===== config.mk =====
export PLATFORM = sky130hd
export DESIGN_NAME = control_char_escape_encoder_core
export DESIGN_NICKNAME = d
export VERILOG_FILES = /design/src/rtl/cce_pkg.sv /design/src/rtl/cce_encode.sv /design/src/rtl/control_char_escape_encoder_core.sv
export SDC_FILE = /design/constraint.sdc
export NUM_CORES = 1
export LEC_CHECK = 0
export ABC_AREA = 1
export BUFFER_PORTS_ARGS = -buffer_cell sky130_fd_sc_hd__buf_2
export CAP_MARGIN = 20
export CORE_MARGIN = 1
export CORE_UTILIZATION = 30
export CTS_CLUSTER_SIZE = 10
export DETAILED_ROUTE_END_ITERATION = 10
export GPL_ROUTABILITY_DRIVEN = 0
export PLACE_DENSITY = 0.55
export SLEW_MARGIN = 20
export SYNTH_ARGS = -nofsm -noshare
export SYNTH_HDL_FRONTEND = slang
export SYNTH_HIERARCHICAL = 1
export SYNTH_SLANG_ARGS = --single-unit

===== constraint.sdc =====
create_clock -name aclk -period 6.3 [get_ports aclk]
set_input_delay 0.63 -clock aclk [delete_from_list [all_inputs] [get_ports aclk]]
set_output_delay 0.63 -clock aclk [all_outputs]
set_load 0.005 [all_outputs]

===== src/rtl/cce_pkg.sv =====
// shared types, character constants and escape letter lookup for the escape encoder
`default_nettype none

package cce_pkg;

    localparam int MaxResults = 6;
    localparam int CountW     = $clog2(MaxResults + 1);
    localparam int BodyLen    = 4;

    localparam logic [7:0] CharCr    = 8'd13;
    localparam logic [7:0] CharLf    = 8'd10;
    localparam logic [7:0] CharBsl   = 8'd92;
    localparam logic [7:0] CharZero  = 8'd48;
    localparam logic [7:0] CharN     = 8'd110;
    localparam logic [7:0] CharR     = 8'd114;
    localparam logic [7:0] CharSpace = 8'd32;
    localparam logic [7:0] CharNone  = 8'd0;

    typedef struct packed {
        logic [7:0] in_char;
        logic       string_end;
    } in_item_t;

    typedef struct packed {
        logic [7:0] out_char;
        logic       run_last;
        logic       string_done;
    } out_item_t;

    typedef struct packed {
        logic [MaxResults-1:0][7:0] bytes;
        logic [CountW-1:0]          count;
    } esc_seq_t;

    // letter for the named control codes, CharNone for the rest
    function automatic logic [7:0] esc_letter(input logic [7:0] c);
        logic [7:0] letter;
        unique case (c)
            8'd7:    letter = 8'd97;   // a
            8'd8:    letter = 8'd98;   // b
            8'd27:   letter = 8'd101;  // e
            8'd12:   letter = 8'd102;  // f
            8'd13:   letter = 8'd114;  // r
            8'd9:    letter = 8'd116;  // t
            8'd11:   letter = 8'd118;  // v
            default: letter = CharNone;
        endcase
        return letter;
    endfunction

endpackage

`default_nettype wire


===== src/rtl/cce_encode.sv =====
// expands one input byte into its escape sequence, given the held cr flag
`default_nettype none

module cce_encode (
    input  var cce_pkg::in_item_t item,
    input  var logic              held,
    output var cce_pkg::esc_seq_t seq,
    output var logic              held_next
);
    import cce_pkg::*;

    logic [BodyLen-1:0][7:0] body;
    logic [CountW-1:0]       body_cnt;
    logic [7:0]              letter;
    logic [7:0]              c;

    assign c      = item.in_char;
    assign letter = esc_letter(c);

    // encoding of the byte itself
    always_comb begin
        body     = '0;
        body_cnt = '0;
        held_next = 1'b0;
        if (c == CharCr && !item.string_end) begin
            held_next = 1'b1;
        end else if (c >= CharSpace) begin
            body[0]  = c;
            body_cnt = CountW'(1);
        end else if (letter != CharNone) begin
            body[0]  = CharBsl;
            body[1]  = letter;
            body_cnt = CountW'(2);
        end else if (c >= 8'd8) begin
            body[0]  = CharBsl;
            body[1]  = CharZero;
            body[2]  = CharZero + {3'b000, c[7:3]};
            body[3]  = CharZero + {5'b00000, c[2:0]};
            body_cnt = CountW'(4);
        end else begin
            body[0]  = CharBsl;
            body[1]  = CharZero;
            body[2]  = CharZero + {5'b00000, c[2:0]};
            body_cnt = CountW'(3);
        end
    end

    // prefix for a held cr, which swallows a following lf
    always_comb begin
        seq = '0;
        if (held && c == CharLf) begin
            seq.bytes[0] = CharBsl;
            seq.bytes[1] = CharN;
            seq.count    = CountW'(2);
        end else if (held) begin
            seq.bytes[0] = CharBsl;
            seq.bytes[1] = CharR;
            for (int i = 0; i < BodyLen; i++) begin
                seq.bytes[i + 2] = body[i];
            end
            seq.count = body_cnt + CountW'(2);
        end else begin
            for (int i = 0; i < BodyLen; i++) begin
                seq.bytes[i] = body[i];
            end
            seq.count = body_cnt;
        end
    end

endmodule

`default_nettype wire


===== src/rtl/control_char_escape_encoder_core.sv =====
// Control character escape encoder: takes one byte per item and gives escaped text, one
// byte per result item. An item is decoded in the cycle it is accepted into a sequence
// register of up to six bytes, which is shifted into the output register one byte a cycle
// while the output is not stalled; a plain printable byte goes through at one item per
// cycle under the same condition, and the next item is taken in the cycle the last byte
// of the current one moves to the output. A CR that is not the final byte of a string
// yields nothing at first and comes out with the next item, as backslash n when that
// item is an LF, otherwise as backslash r ahead of its encoding.
// run_last marks the final result of each item, string_done the final byte of a string.
`default_nettype none

module control_char_escape_encoder_core (
    input  var logic               aclk,
    input  var logic               aresetn,
    input  var logic               s_valid,
    output var logic               s_ready,
    input  var cce_pkg::in_item_t  s_item,
    output var logic               m_valid,
    input  var logic               m_ready,
    output var cce_pkg::out_item_t m_item
);
    import cce_pkg::*;

    esc_seq_t                   enc_seq;
    logic                       enc_held_next;
    logic [MaxResults-1:0][7:0] seq_reg, seq_next;
    logic [CountW-1:0]          rem_reg, rem_next;
    logic                       end_reg, end_next;
    logic                       held_reg, held_next;
    logic                       m_valid_reg, m_valid_next;
    out_item_t                  m_item_reg, m_item_next;
    logic                       out_free;
    logic                       moving;
    logic                       s_accept;

    cce_encode u_encode (
        .item      (s_item),
        .held      (held_reg),
        .seq       (enc_seq),
        .held_next (enc_held_next)
    );

    assign out_free = !m_valid_reg || m_ready;
    assign moving   = (rem_reg != '0) && out_free;
    assign s_ready  = (rem_reg == '0) || (moving && rem_reg == CountW'(1));
    assign s_accept = s_valid && s_ready;

    always_comb begin
        seq_next  = seq_reg;
        rem_next  = rem_reg;
        end_next  = end_reg;
        held_next = held_reg;
        if (moving) begin
            seq_next = {8'h00, seq_reg[MaxResults-1:1]};
            rem_next = rem_reg - CountW'(1);
        end
        if (s_accept) begin
            seq_next  = enc_seq.bytes;
            rem_next  = enc_seq.count;
            end_next  = s_item.string_end;
            held_next = enc_held_next;
        end
    end

    always_comb begin
        m_valid_next = m_valid_reg;
        m_item_next  = m_item_reg;
        if (out_free) begin
            m_valid_next            = moving;
            m_item_next.out_char    = seq_reg[0];
            m_item_next.run_last    = (rem_reg == CountW'(1));
            m_item_next.string_done = (rem_reg == CountW'(1)) && end_reg;
        end
    end

    always_ff @(posedge aclk) begin
        if (!aresetn) begin
            rem_reg     <= '0;
            held_reg    <= 1'b0;
            m_valid_reg <= 1'b0;
        end else begin
            rem_reg     <= rem_next;
            held_reg    <= held_next;
            m_valid_reg <= m_valid_next;
        end
    end

    always_ff @(posedge aclk) begin
        seq_reg    <= seq_next;
        end_reg    <= end_next;
        m_item_reg <= m_item_next;
    end

    assign m_valid = m_valid_reg;
    assign m_item  = m_item_reg;

    // no new item while more than one byte of the current one is left
    a_no_accept_busy: assert property (@(posedge aclk) disable iff (!aresetn)
        rem_reg > CountW'(1) |-> !s_ready)
        else $error("input ready while sequence still busy");

    a_rem_bound: assert property (@(posedge aclk) disable iff (!aresetn)
        rem_reg <= CountW'(MaxResults))
        else $error("sequence count out of range");

    a_hold_from_cr: assert property (@(posedge aclk) disable iff (!aresetn)
        $rose(held_reg) |-> $past(s_item.in_char) == CharCr && !$past(s_item.string_end))
        else $error("cr held without a cr item");

    a_done_is_last: assert property (@(posedge aclk) disable iff (!aresetn)
        m_valid_reg && m_item_reg.string_done |-> m_item_reg.run_last)
        else $error("string end flagged on a non-final byte");

endmodule

`default_nettype wire

[Word level (Yosys, flattened, before mapping)]
Index checks and enable logic that the tools add are counted.
W data, S select, Z words.
Cells by class
  add/subtract/negate cells: 4
  order comparisons: 2
  equality and inequality tests: 9
  mux-type cells: 26
  reductions and logical operators: 14
Operators with widths (count)
  $mux W24: 5
  $mux W48: 2
  $mux W16: 5
  $mux W32: 2
  $pmux W7 S7: 1
  $eq A8 B4 Y1 const B: 6
  $mux W35: 1
  $mux W19: 1
  $mux W3: 6
  $mux W8: 2
  $eq A8 B3 Y1 const B: 1
  $eq A8 B5 Y1 const B: 1
  $ge A8 B4 Y1 const B: 1
  $ge A8 B6 Y1 const B: 1
  $reduce_bool A8 Y1: 1
  $add A6 B3 Y7 const A: 1
  $add A6 B5 Y7 const A: 1
  $logic_and A1 B1 Y1: 6
  $add A3 B2 Y3 const B: 1
  $eq A3 B1 Y1 const B: 1
  $logic_not A3 Y1: 1
  $reduce_bool A3 Y1: 1
  $sub A3 B1 Y3 const B: 1
  $logic_not A1 Y1: 2
  other kinds (3): 4
Word-level totals
  register bits after elaboration: 64
  bits of input ports: 13
  output and inout port bits: 12
  word-level logic and storage cells: 68

[Longest topological paths before layout]
Gate-level depths: netlist of run 1.
  word-level depth: 14
  mapped depth: 14
  gate-level depth less buffers: 14

[Hierarchy]
The synthesis of run 1 kept the hierarchy.
Modules (own cells, without submodules)
  control_char_escape_encoder_core: times used 1, cells an instance 253, area each 2697.6 sq um, seq. area each 1871.8 sq um
  cce_encode: times used 1, cells an instance 148, area each 759.5 sq um, seq. area each 0.0 sq um

[Worst setup path before layout of run 1]
No wires, ideal clock.
  kind: input-to-reg
  from: in m_ready
  to: reg rem_reg[1]
  library setup time: 111 ps
  arrival: 2498 ps
  data required time: 6189 ps
  setup slack: 3691 ps
  stages: 8
  buffers on the path: 0
  cell sequence: inv_1 -> nand2_1 -> nand2_1 -> nand2_1 -> o21ai_0 -> inv_1 -> nand2_1 -> inv_1
Between the ends
  longest elaborated chain between the ends: 6
  elaborated cells on any way between the ends: 7
  those cells by class: mux (1); reduce/logical (6)
RTL lines
  start, declared: line control_char_escape_encoder_core.sv:19  | input var logic m_ready,
  $logic_or A1 B1 Y1 *: line control_char_escape_encoder_core.sv:43  | assign out_free = !m_valid_reg || m_ready;
  named net out_free: line control_char_escape_encoder_core.sv:32  | logic out_free;
  $logic_and A1 B1 Y1 *: line control_char_escape_encoder_core.sv:44  | assign moving = (rem_reg != '0) && out_free;
  $logic_and A1 B1 Y1: line control_char_escape_encoder_core.sv:45  | assign s_ready = (rem_reg == '0) || (moving && rem_reg == CountW'(1));
  $logic_or A1 B1 Y1: line control_char_escape_encoder_core.sv:45
  $logic_and A1 B1 Y1: line control_char_escape_encoder_core.sv:46  | assign s_accept = s_valid && s_ready;
  $mux W3 or $reduce_bool A2 Y1 (tied branches)
  end signal, assigned: line control_char_escape_encoder_core.sv:82  | rem_reg <= rem_next;
  end, declared: line control_char_escape_encoder_core.sv:27  | logic [CountW-1:0] rem_reg, rem_next;
Mark *: on every way through the listed nets, which the timed path passes. The rest lies on a longest branch.
A chain may end at the register's enable or synchronous reset.

==> results.yml, run 1 <==
status:
  status: "complete, no violations"
global_route:
  grt_pass1_vias: 2384
  grt_usage_pct: 12.6
  grt_max_degree: 55
  grt_pass1_wl_um: 11300
  antenna_found_initial: 0
  gr-total-overflow: 0
yosys:
  ys_warn_count: 6
  yosysSeqAreaShare_pct: 54.1
  synth.avg_cell_area_sq_um: 8.62
  synth_top_area_share_pct: 51.2
  ys_seq_elements: 64
  synth_cells: 401
  netlist_area_sq_um: 3460
  yosysUniqueCellTypes: 34
  synth_area_leaders: "edfxtp_1 (51%), nand2_1 (17%), nor2_1 (4.8%), inv_1 (3.3%), dfxtp_1 (2.9%)"
  yosysTopAreaCell: "edfxtp_1"
routing:
  wl_per_cell_um: 12.0
  drt_iter0_drc: 149
  drcViolationCount: 0
  drt_pass1_iterations: 5
  ant_nets: 0
  routed-via-count: 2508
  viasPerCell: 4.44
  wl_um: 6790
critical_path:
  r2r_slack_ns: 3.99
  path_buf_inv: 1
  cp_data_arrival_time_ns: 2.53
  critical_path.max_fanout: 17
  crit_path_end_kind: "flip-flop"
  crit_chain: "clkinv_1 > nor2_1 > nor2_1 > nand3_1 > nand2_1 > nor2_1 > nor2_1"
  reg2reg_depth: 7
  required_ns: 6.52
  path_delay_family: "simple AND/OR/NAND/NOR gates"
  worstSetupPathDepth: 7
  slowest_stage: "dfxtp_1"
  max_stage_delay_ns: 0.75
  rr_startpoint: "held_reg"
  path_class: "reg -> reg"
  start_kind: "flip-flop"
  r2r_end: "rem_reg[2]"
  critPathMostFrequentCell: "nor2_1"
die:
  ios: 25
  placeableCoreArea_sq_um: 11000
  fp.dieW_um: 109
  fp-row-count: 38
  die_y_um: 109
  dieArea_sq_um: 12000
  start_util_pct: 31.3
power_and_ir_drop:
  p_leak_uw: 0.00179
  power_uw: 1880
  powerDensity_nw_per_um2: 480
  ir_drop_v: 0.000386
placed_design:
  place_ws_ns: 3.66
  port_buffers: 24
  place_area_sq_um: 3610
  dp_hpwl_um: 4450
sta:
  fin_hold_ws_ns: 0.417
  hold_viol: 0
  worst_slack_ns: 3.99
  min_period_over_period_pct: 36.7
  fin_skew_ns: 0.00732
  slew-limit-headroom_pct: 54.1
  final.setup.tns_ns: 0
  setup_viol: 0
  max_clock_freq_mhz: 432
  worst_pin_slew_ns: 0.688
  rsz0062_at_grt: "false"
  drv_slew: 0
  min_period_ns: 2.31
job:
  cap_violations: 0
cells_and_area:
  drive_gt1_share_pct: 16.7
  syn_to_final_growth_pct: 13.1
  ff_latch_area_sq_um: 1870
  final_area_sq_um: 3910
  largest_reg_flops: 48
  fin_nets: 436
  num_antenna_cells: 0
  fill_cells: 1160
  multi_input_area_sq_um: 1290
clocking:
  post-cts-setup-buffer-count: 0
  cts-htree-levels: 3
  cts_sinks: 64
  cts_tree: "built"
  clkTransAtPathRegs_ns: 0.06
  hold_buffers: 0
  cts_buffer_depth: 2
  root_buffer: "clkbuf_16"
  clk_latency_ns: 0.33
  ctsResizeCount: 0
  cts_buffers: 9
min_path:
  holdCritStartpoint: "seq_reg[1]"
  whs_path_depth: 0
  worstHoldEndpoint: "m_item[3]"
  hold_path_class: "reg -> reg"
## worst register-to-register path, cell delays in order (launching register included)
cell	delay, ns
dfxtp_1	0.75
clkinv_1	0.68
nor2_1	0.36
nor2_1	0.12
nand3_1	0.09
nand2_1	0.05
nor2_1	0.11
nor2_1	0.05
## worst max-delay path by stage
stage / start / endpoint / slack, ns
6_report: held_reg / rem_reg[2] / 3.99
5_1_grt: held_reg / rem_reg[2] / 3.78
4_1_cts: rem_reg[0] / seq_reg[0] / 3.99
3_5_place_dp: m_ready / seq_reg[4] / 3.66
3_3_place_gp: m_ready / seq_reg[14] / 3.72
2_1_floorplan: m_ready / rem_reg[1] / 3.69
## final cells by class
cell class / instances / area share (%)
Clock inverter: 6 / 1.76
Timing Repair Buffer: 25 / 3.27
Multi-Input combinational cell: 283 / 33.1
Inverter: 37 / 3.62
Tap cell: 140 / 4.48
Sequential cell: 64 / 47.9
Clock buffer: 10 / 5.86
## synth_stat cells (all sizes together)
cell type	number
a31oi	2
o21ai	13
o311a	1
nor3b	1
ha	3
a21boi	1
nor3	5
dfxtp	5
a21oi	5
inv	36
buf	23
nand2	175
nor2	50
xor2	1
o22ai	2
clkbuf	2
nand4	3
nand3b	1
and3	1
edfxtp	59
clkinv	1
conb	1
nand3	10
## stage by stage
stage / instances / utilization (%)
3_3_place_gp: 549 / 32.7
3_5_place_dp: 549 / 32.7
5_1_grt: 565 / 35.4
4_1_cts: 565 / 35.4
2_1_floorplan: 409 / -
6_report: 565 / 35.4
## cell families (layout without fill, tap and decap cells)
family / Yosys count / in the layout / share of synthesized area [%]
AND/OR/NAND/NOR: 246 / 246 / 31.2
flip-flops: 64 / 64 / 54.1
buffers and inverters: 62 / 78 / 9.34
AO/OA/AOI/OAI: 24 / 24 / 3.84
adder cells (fa/ha/maj): 3 / 3 / 1.09
other: 1 / 9 / 0.108
XOR/XNOR: 1 / 1 / 0.253
## cells in the final DEF (no fill, tap or decap), types with 8 or more instances in the layout
cell and instances:
nand3_1 8, nand2_1 159, edfxtp_1 59, o21ai_0 10
clkbuf_16 9, inv_1 30, nand2_2 13, conb_1 9
nor2_1 44, buf_2 24
## routing by layer
metal | part of all wire [%] | track usage, % | up-vias
met5 | 0 | 0 | -
met4 | 0.74 | 5.24 | 0
met3 | 5.3 | 4.39 | 4
met2 | 47 | 19.9 | 62
met1 | 47 | 15.5 | 1145
li1 | - | - | 1297
## where the power goes
part           switching (uW)  internal (uW)
sequential               65.6            784
combinational             374            162
clock                     182            308
No activity file was read; power rests on OpenSTA's default activity.
==> run 2: changes to the inputs <==
Clock period 6.3 ns to 2.2 ns, I/O delays scaled along.
==> run 2 against run 1 <==
Sequential cell count unchanged; highest routed layer unchanged; die area unchanged; wire length increased by 0.85%; critical endpoint is now seq_reg[11]; largest cell class unchanged.
==> results.yml, run 2 (synthesized netlist as in run 1, its figures left out) <==
global_route:
  grt_util_met1_pct: 15.5
  grt_pass1_vias: 2433
  grtUsageMet3_pct: 3.62
  top_usage_layer: "met2"
  gr-total-overflow: 0
  antenna_found_initial: 0
  grt_usage_pct: 12.8
  use_met2_pct: 21.0
  grt_pass1_wl_um: 11500
  grt_max_degree: 55
critical_path:
  r2r_slack_ns: 0.46
  required_ns: 2.39
  slowest_stage: "dfxtp_1"
  max_stage_delay_ns: 0.37
  critical_path.max_fanout: 27
  crit_path_end_kind: "flip-flop"
  path_class: "reg -> reg"
  path_delay_family: "buffers and inverters"
  crit_chain: "inv_1 > ha_1 > ha_1 > inv_1 > nand2_4 > nand2_4 > buf_4 > nand2_1 > nand2_1"
  cp_data_arrival_time_ns: 1.93
  start_kind: "flip-flop"
  path_buf_inv: 3
sta:
  hold_viol: 0
  max_clock_freq_mhz: 574
  min_period_ns: 1.74
  fin_skew_ns: 0.00415
  slew-limit-headroom_pct: 65.6
  rsz0062_at_grt: "false"
  drv_slew: 0
  min_period_over_period_pct: 79.2
  final.setup.tns_ns: 0
  setup_viol: 0
  worst_pin_slew_ns: 0.515
routing:
  ant_nets: 0
  drcViolationCount: 0
  viasPerCell: 4.40
  drt_pass1_iterations: 4
  routed-via-count: 2501
  wl_per_cell_um: 12.0
  wl_um: 6840
  drt_iter0_drc: 182
cells_and_area:
  fin_nets: 440
  syn_to_final_growth_pct: 14.0
  drive_gt1_share_pct: 17.2
  final_cell_mix: "nand2_1 (159), edfxtp_1 (59), nor2_1 (44)"
  final_common_cell: "nand2_1"
  fill_cells: 1171
  num_antenna_cells: 0
  fin_cells: 569
  largest_reg_flops: 48
power_and_ir_drop:
  powerDensity_nw_per_um2: 1370
  p_leak_uw: 0.00181
  ir_drop_v: 0.000836
die:
  fp.dieW_um: 109
  ios: 25
  start_util_pct: 31.3
  fp-row-count: 38
  dieArea_sq_um: 12000
  placeableCoreArea_sq_um: 11000
  die_y_um: 109
clocking:
  cts_sinks: 64
  cts_buffers: 9
  ctsResizeCount: 0
  clkTransAtPathRegs_ns: 0.05
  clk_latency_ns: 0.32
  post-cts-setup-buffer-count: 0
  cts-htree-levels: 3
  hold_buffers: 0
  root_buffer: "clkbuf_16"
  cts_buffer_depth: 2
  cts_tree: "built"
placed_design:
  port_buffers: 24
  numPlacedInstances: 553
  dp_hpwl_um: 4670
min_path:
  hold_path_class: "in -> reg"
status:
  status: "complete, no violations"
job:
  cap_violations: 0
[run 2: cell types whose count changed in the layout (fill, tap and decap cells not counted), sizes merged]
cell | previous run | this run
buf | 25 | 29
clkinv | 4 | 5
inv | 37 | 36
[run 2: worst paths after layout]
path / from / endpoint / depth (start not counted)
min: s_item[0] / end_reg / 1
max: rem_reg[0] / seq_reg[11] / 9
min reg2reg: seq_reg[7] / m_item[9] / 0
max reg2reg: rem_reg[0] / seq_reg[11] / 9
[run 2: metal layers]
metal / wire [um] / share of wire (%)
met2: 3230 / 47
met1: 3110 / 45
met5: 0 / 0
met4: 156 / 2.3
met3: 344 / 5.0
[run 2: final cells by class]
| cell class | count | area, sq um | share of cell area [%] |
|---|---|---|---|
| Sequential cell | 64 | 1870 | 47.5 |
| Multi-Input combinational cell | 283 | 1290 | 32.8 |
| Clock buffer | 10 | 229 | 5.81 |
| Tap cell | 140 | 175 | 4.44 |
| Timing Repair Buffer | 29 | 170 | 4.32 |
| Inverter | 37 | 141 | 3.59 |
| Clock inverter | 6 | 60.1 | 1.52 |
[run 2: report_power, final]
group | internal (uW) | total [uW] | switching (uW)
Sequential | 2240 | 2390 | 151
Combinational | 530 | 1650 | 1120
Clock | 870 | 1370 | 503
[run 2: through the flow]
step                hold WS (ns)  total power (uW)  util, %  cell area, sq um  setup slack (ns)
global placement           0.403              4050     33.1              3650             0.261
CTS                        0.110              5490     35.7              3940             0.441
global route               0.109              5820     35.7              3940             0.286
floorplan                  0.319              3650        -              3490             0.208
finish                     0.113              5410     35.7              3940             0.457
detailed placement         0.406              4100     33.1              3650             0.249
==> run 3: changes to the inputs <==
Settings changed: PLACE_DENSITY 0.55 to 0.57.
Clock period 2.2 ns to 1.5 ns, I/O delays scaled along.
==> run 3 against run 2 <==
Largest cell class unchanged; hold slack got worse by 0.063 ns; sequential power rose by 50%; critical endpoint is now s_ready; the run now ends with negative setup slack left; total power up 87%; largest power group is now combinational cells; clock-buffer cell count shrank 1.
==> results.yml, run 3 (synthesized netlist as in run 1, its figures left out) <==
placed_design:
  dp_hpwl_um: 5520
  place_area_sq_um: 4110
  place_ws_ns: -0.238
  port_buffers: 24
global_route:
  top_usage_layer: "met2"
  use_met2_pct: 24.2
  grt_max_degree: 39
  grt_util_met1_pct: 18.1
  grt_pass1_vias: 2659
  gr-total-overflow: 0
  grt_usage_pct: 14.6
  grt_pass1_wl_um: 13000
  grtUsageMet3_pct: 3.14
  antenna_found_initial: 0
sta:
  hold_viol: 0
  worst_slack_ns: -0.0836
  min_period_ns: 1.58
  rsz0062_at_grt: "true"
  setup_viol: 93
  min_period_over_period_pct: 106
  fin_skew_ns: 0.00744
  fin_hold_ws_ns: 0.0491
  drv_slew: 0
  max_clock_freq_mhz: 631
status:
  violations: "negative setup slack"
  status: "complete, but fails checks"
critical_path:
  critical_path.max_fanout: 3
  slowest_stage: "dfxtp_4"
  crit_path_end_kind: "primary output"
  required_ns: 1.35
  max_stage_delay_ns: 0.37
  cp_data_arrival_time_ns: 1.43
  crit_chain: "inv_2 > ha_4 > ha_4 > inv_4 > nand2_4 > buf_6 > buf_6"
  path_class: "reg -> out"
  start_kind: "flip-flop"
min_path:
  hold_path_class: "in -> reg"
cells_and_area:
  num_antenna_cells: 0
  final_area_sq_um: 4780
  ff_latch_area_sq_um: 1880
  syn_to_final_growth_pct: 38.1
  post-route-util_pct: 43.3
  multi_input_area_sq_um: 1440
  final_common_cell: "nand2_1"
  final_cell_mix: "nand2_1 (143), edfxtp_1 (59), buf_4 (50)"
  drive_gt1_share_pct: 34.4
  fill_cells: 1052
  fin_nets: 499
  largest_reg_flops: 48
die:
  fp-row-count: 38
  placeableCoreArea_sq_um: 11000
  die_y_um: 109
  dieArea_sq_um: 12000
  start_util_pct: 31.3
  ios: 25
  fp.dieW_um: 109
clocking:
  clkTransAtPathRegs_ns: 0.05
  cts_sinks: 64
  root_buffer: "clkbuf_16"
  cts_buffers: 9
  cts_tree: "built"
  cts_buffer_depth: 2
  cts-htree-levels: 3
  hold_buffers: 0
  clk_latency_ns: 0.33
power_and_ir_drop:
  powerDensity_nw_per_um2: 2110
  p_leak_uw: 0.00221
  power_uw: 10100
  ir_drop_v: 0.00107
routing:
  drt_pass1_iterations: 5
  wl_um: 8350
  drt_iter0_drc: 157
  wl_per_cell_um: 13.3
  routed-via-count: 2761
  viasPerCell: 4.40
  drcViolationCount: 0
  ant_nets: 0
job:
  cap_violations: 0
==> run 3: cell count changes in the layout (fill, tap and decap cells not counted), moves of 3 or more <==
cell / delta
bufinv_16: +3
nor2_1: -6
buf_12: +5
buf_4: +46
nand2_2: +10
nand2_4: +4
ha_4: +3
clkbuf_16: +3
inv_1: -4
nand2_1: -16
ha_1: -3
buf_6: +5
nor2_2: +6
==> run 3: where the power goes <==
part           internal, uW  switching, uW
clock                  1800            770
sequential             3290            281
combinational          1790           2160
==> run 3: cell type report <==
class	instances	share of cell area, %
multi-input combinational	283	30.2
tap	140	3.67
sequential	64	39.3
clock inverter	7	2.99
inverter	37	3.27
clock buffer	9	4.72
timing repair buffer	88	15.9
==> run 3: repair_timing <==
action | CTS | global route
setup buffers | 3 | 2
resized for setup | 16 | 36
setup endpoints to repair | 94 | 98
pin swaps | 1 | 7
gates cloned | 0 | 4
==> run 3: worst max-delay path, delay by kind of cell (launching register included) <==
family	cells	cell delay, ns
simple gates	1	0.07
buf+inv	4	0.34
fa+ha+maj	2	0.33
flops	1	0.37
==> run 3: metrics by stage <==
stage | setup TNS, ns | instances
2_1_floorplan | 0 | 409
3_3_place_gp | -3.30 | 603
3_5_place_dp | -4.52 | 603
4_1_cts | -0.982 | 622
5_1_grt | -8.09 | 628
6_report | -3.46 | 628
==> run 3: final timing paths <==
path	from	endpoint	slack, ns	depth (start not counted)
worst max register to register	rem_reg[0]	seq_reg[10]	-0.08	9
worst max-delay path	rem_reg[0]	s_ready	-0.08	7
worst min register to register	seq_reg[2]	m_item[4]	0.42	0
worst min-delay path	s_item[0]	end_reg	0.05	1
==> run 3: metal layers <==
layer	part of all wire (%)	wire length [um]	vias up
met5	0	0	-
met4	2.2	181	0
met3	3.9	327	14
met2	49	4110	70
met1	45	3730	1251
li1	-	-	1426
